### src/hw/rtl/mono_page_framebuffer_window_writer_macros.svh
// Assertion macros used by the window writer's top-level RTL file.
`ifndef MONO_PAGE_FRAMEBUFFER_WINDOW_WRITER_MACROS_SVH
`define MONO_PAGE_FRAMEBUFFER_WINDOW_WRITER_MACROS_SVH

// The antecedent must be followed by the consequent in the same cycle.
`define MPFW_ASSERT_SAME(name, ante, cons, msg) \
   name: assert property (@(posedge clock) disable iff (reset) (ante) |-> (cons)) \
      else $error(msg);

// The antecedent must be followed by the consequent in the next cycle.
`define MPFW_ASSERT_NEXT(name, ante, cons, msg) \
   name: assert property (@(posedge clock) disable iff (reset) (ante) |=> (cons)) \
      else $error(msg);

`endif

### src/hw/rtl/mpfw_pkg.sv
// Package with the window writer's codes, panel command bytes and shared types.
`timescale 1ns / 1ps
package mpfw_pkg;

   localparam int COLUMNS_DEFAULT = 128;
   localparam int ROWS_DEFAULT    = 64;

   localparam logic [2:0] ACT_SET_WINDOW = 3'd0;
   localparam logic [2:0] ACT_PIXEL      = 3'd1;
   localparam logic [2:0] ACT_READ       = 3'd2;
   localparam logic [2:0] ACT_CLEAR      = 3'd3;
   localparam logic [2:0] ACT_CONTRAST   = 3'd4;
   localparam logic [2:0] ACT_ORIENT     = 3'd5;

   localparam logic KIND_CMD  = 1'b0;
   localparam logic KIND_BYTE = 1'b1;

   localparam logic [15:0] WHITE_MASK     = 16'h8410;
   localparam logic [7:0]  CMD_PAGE       = 8'hB0;
   localparam logic [7:0]  CMD_COL_HI     = 8'h10;
   localparam logic [7:0]  COL_HI_MASK    = 8'h70;
   localparam logic [7:0]  NIBBLE_MASK    = 8'h0F;
   localparam logic [7:0]  CMD_CONTRAST   = 8'h81;
   localparam logic [7:0]  CMD_SEG_NORMAL = 8'hA1;
   localparam logic [7:0]  CMD_COM_NORMAL = 8'hC8;
   localparam logic [7:0]  CMD_SEG_FLIP   = 8'hA0;
   localparam logic [7:0]  CMD_COM_FLIP   = 8'hC0;

   localparam logic [8:0] CONTRAST_UNKNOWN = 9'd256;
   localparam logic [1:0] ORIENT_UNKNOWN   = 2'd0;
   localparam logic [1:0] ORIENT_NORMAL    = 2'd1;
   localparam logic [1:0] ORIENT_FLIP      = 2'd2;

   typedef struct packed {
      logic accept;
      logic exec;
      logic emit;
      logic clear;
   } ctl_cmd_type;

   typedef struct packed {
      logic [1:0] exec_count;
      logic       exec_clear;
      logic [1:0] remain;
      logic       clear_last;
   } dp_status_type;

   function automatic logic [7:0] cmd_page(input logic [7:0] page);
      return CMD_PAGE | (page & NIBBLE_MASK);
   endfunction

   function automatic logic [7:0] cmd_col_hi(input logic [7:0] col);
      return CMD_COL_HI | ((col & COL_HI_MASK) >> 4);
   endfunction

   function automatic logic [7:0] cmd_col_lo(input logic [7:0] col);
      return col & NIBBLE_MASK;
   endfunction

endpackage

### src/hw/rtl/mpfw_ctrl.sv
// Controller state machine of the window writer.
`timescale 1ns / 1ps
module mpfw_ctrl (
   input  logic                   clock,
   input  logic                   reset,
   input  logic                   start,
   output logic                   busy,
   output logic                   rsp_strobe,
   output mpfw_pkg::ctl_cmd_type  cmd,
   input  mpfw_pkg::dp_status_type status
);
   import mpfw_pkg::*;

   localparam logic [1:0] ST_IDLE  = 2'd0;
   localparam logic [1:0] ST_EXEC  = 2'd1;
   localparam logic [1:0] ST_EMIT  = 2'd2;
   localparam logic [1:0] ST_CLEAR = 2'd3;

   logic [1:0] state_ff;
   logic [1:0] state_in;

   always_comb begin
      state_in = state_ff;
      case (state_ff)
         ST_IDLE: begin
            if (start) state_in = ST_EXEC;
         end
         ST_EXEC: begin
            if (status.exec_clear)         state_in = ST_CLEAR;
            else if (status.exec_count != 2'd0) state_in = ST_EMIT;
            else                           state_in = ST_IDLE;
         end
         ST_EMIT: begin
            if (status.remain == 2'd1) state_in = ST_IDLE;
         end
         ST_CLEAR: begin
            if (status.clear_last) state_in = ST_IDLE;
         end
         default: state_in = ST_IDLE;
      endcase
   end

   // The store is swept clean after reset before the first item is taken.
   always_ff @(posedge clock) begin
      if (reset) state_ff <= ST_CLEAR;
      else       state_ff <= state_in;
   end

   assign busy       = (state_ff != ST_IDLE);
   assign rsp_strobe = (state_ff == ST_EMIT);
   assign cmd.accept = start && (state_ff == ST_IDLE);
   assign cmd.exec   = (state_ff == ST_EXEC);
   assign cmd.emit   = (state_ff == ST_EMIT);
   assign cmd.clear  = (state_ff == ST_CLEAR);

endmodule

### config.mk
export PLATFORM = sky130hd
export DESIGN_NAME = mpfw_ctrl
export DESIGN_NICKNAME = d
export VERILOG_FILES = /design/src/hw/rtl/mono_page_framebuffer_window_writer_macros.svh /design/src/hw/rtl/mpfw_pkg.sv /design/src/hw/rtl/mpfw_ctrl.sv
export SDC_FILE = /design/constraint.sdc
export NUM_CORES = 1
export LEC_CHECK = 0
export BUFFER_PORTS_ARGS = -buffer_cell sky130_fd_sc_hd__buf_2
export CORE_AREA = 10 10 47 49
export CTS_CLUSTER_SIZE = 20
export DETAILED_ROUTE_END_ITERATION = 6
export DIE_AREA = 0 0 57 59
export PLACE_DENSITY = 0.33
export SLEW_MARGIN = 15
export SYNTH_ARGS = -nofsm -noshare
export SYNTH_HDL_FRONTEND = slang
export SYNTH_SLANG_ARGS = --single-unit
### constraint.sdc
create_clock -name clock -period 1.5 [get_ports clock]
set_clock_uncertainty 0.15 [all_clocks]
set_input_delay 0.225 -clock clock [delete_from_list [all_inputs] [get_ports clock]]
set_output_delay 0.225 -clock clock [all_outputs]
set_load 0.05 [all_outputs]
==> flow_summary.yaml <==
routing:
  drt_iter0_markers: 1
  via_per_inst: 3.46
  num_vias: 173
  routedWlPerCell_um: 10.8
  dr.pass1.iters: 2
  drc: 0
  routed_wl_um: 541
  detail-route-antenna-nets: 0
final_layout:
  areaGrowthSynthToFinish_pct: 98.2
  fin_nets: 45
  regArea_um2: 43.8
  final_cell_count_no_fill: 50
  reg.largest.list: "state_ff: 2 flops"
  fillers: 161
  final_util: 0.195
  multiInputGateArea_um2: 91.3
  largest_reg_flops: 2
  drive_gt1_frac: 0.647
  largest_register: "state_ff"
  antenna_cells: 0
logic_synthesis:
  synth.distinct_cells: 14
  ys_seq_elements: 2
  synth_fp_nets: 26
  syn_inst: 17
  ys_warn_count: 0
  syn_avg_cell_area_um2: 8.10
  netlist_area_um2: 138
  ys_seq_area_frac: 0.291
flow_run:
  max-cap-violations: 0
global_route:
  grt_pass1_vias: 211
  grt_pass1_wl_um: 848
  antenna_found_initial: 0
  grt_usage: 0.0354
  overflow: 0
  grt_max_degree: 8
critical_path:
  ff2ff_path_depth: 2
  crit_arrival_ns: 1.08
  cp_max_fo: 7
  critPathCapture: "cmd[3]"
  regToRegSetupSlack_ns: 0.22
  r2r-end: "state_ff[1]$_SDFFE_PP1P_"
  end_kind: "output port"
  critPathKind: "flip-flop to output port"
  cp.required_ns: 1.12
  cp-startpoint: "state_ff[0]$_SDFFE_PP1P_"
  r2r-start: "state_ff[0]$_SDFFE_PP1P_"
  startpoint_type: "flip-flop"
sta:
  drv_slew: 0
  slew_headroom: 0.831
  max_freq_mhz: 688
  rsz0062_at_grt: "false"
  tightest_slew_ns: 0.255
  hold_viol_final: 0
  setup_violations: 0
  fin_crit_sh: 0.969
  finalCriticalPeriod_ns: 1.45
power:
  p_leak_nw: 0.145
  total_power_mw: 0.317
  ir_drop_mv: 0.252
  p_per_area_nw_per_um2: 1160
die:
  die-height_um: 59
  fp.coreArea_um2: 1400
  die_x_um: 57
  initial_core_util: 0.0982
  dieArea_um2: 3360
  io_pins: 15
  placementRows: 14
clock_network:
  cts_buffer_depth: 2
  path_clk_slew_ns: 0.03
  cts_tree: "done"
  insertion_delay_ns: 0.22
  root_buffer: "clkbuf_4"
  htree_levels: 1
  cts-hold-fix-buffers: 0
  numCtsBuffers: 3
  cts.sinks: 2
worst_hold_path:
  hp-class: "primary input to flip-flop"
placement:
  port_buffers: 14
  routabilityCongestion: 0.658
  post-dp-hpwl_um: 456
  place_inst: 47
outcome:
  status: "complete, no violations"
[cell usage after synthesis, drive strengths merged]
| cell type | number | share of area |
|---|---|---|
| a221o | 1 | 0.073 |
| nor2 | 1 | 0.027 |
| buf | 1 | 0.055 |
| a21boi | 1 | 0.055 |
| or2 | 1 | 0.045 |
| nor2b | 1 | 0.045 |
| and2b | 1 | 0.055 |
| or3 | 1 | 0.045 |
| o221ai | 1 | 0.064 |
| inv | 3 | 0.082 |
| dfxtp | 2 | 0.29 |
| nand2 | 1 | 0.027 |
| or3b | 1 | 0.064 |
| mux2i | 1 | 0.073 |
[power by group]
group | internal [mW] | total [mW] | switching (mW)
clock network | 0.0883 | 0.120 | 0.0317
registers | 0.0607 | 0.0680 | 0.00723
logic | 0.0418 | 0.129 | 0.0871
[kinds of logic after synthesis]
kind of cell	synth area share
flops	0.291
compound gates	0.191
mux	0.0727
buf+inv	0.136
simple gates	0.309
[timing repair]
action                                  CTS  global route
buffers inserted                          0             0
pin swaps                                 1             0
endpoints found under the setup margin    3             1
gates resized for setup                   5             1
[layout by cell type, fill, tap and decap left out, drive strengths merged]
master	Yosys	final
nor2	1	1
clkbuf	0	3
or3b	1	1
o221ai	1	1
a221o	1	1
buf	1	15
and2b	1	1
nand2	1	1
dfxtp	2	2
nor2b	1	1
mux2i	1	1
or3	1	1
inv	3	3
a21boi	1	1
or2	1	1
[routing by layer]
metal,global-route usage,routed length (um),up-vias
li1,-,-,92
met1,0.0390,252,67
met2,0.0264,176,14
met3,0.0300,112,0
met4,0.0604,0,0
met5,0,0,-
[how the worst min path moves through the flow]
stage               slack, ns   from  cells past startpoint                        to
floorplan                0.18  reset                      2  state_ff[0]$_SDFFE_PP1P_
global placement         0.29  reset                      3  state_ff[0]$_SDFFE_PP1P_
detailed placement       0.29  reset                      2  state_ff[1]$_SDFFE_PP1P_
CTS                      0.04  reset                      2  state_ff[1]$_SDFFE_PP1P_
global route             0.04  reset                      2  state_ff[1]$_SDFFE_PP1P_
finish                   0.06  reset                      2  state_ff[1]$_SDFFE_PP1P_
[stage by stage]
| stage | hold WS, ns | setup slack (ns) | instance area (um2) | TNS [ns] |
|---|---|---|---|---|
| 2_1_floorplan | 0.177 | -0.103 | 143 | -0.103 |
| 3_3_place_gp | 0.291 | 0.139 | 233 | 0 |
| 3_5_place_dp | 0.286 | 0.128 | 233 | 0 |
| 4_1_cts | 0.0435 | 0.0218 | 268 | 0 |
| 5_1_grt | 0.0409 | 0.00164 | 273 | 0 |
| 6_report | 0.0561 | 0.0472 | 273 | 0 |
[final cells by class]
class	instances	area share
Multi-Input combinational cell	11	0.335
Clock buffer	3	0.0826
Timing Repair Buffer	15	0.307
Sequential cell	2	0.161
Tap cell	16	0.0734
Inverter	3	0.0413
[critical path, stage by stage, from the launching register on]
cell	delay (ns)
dfxtp_4	0.35
or2_4	0.24
nor2_4	0.10
buf_6	0.16
Power figures use the tool's default switching activity.
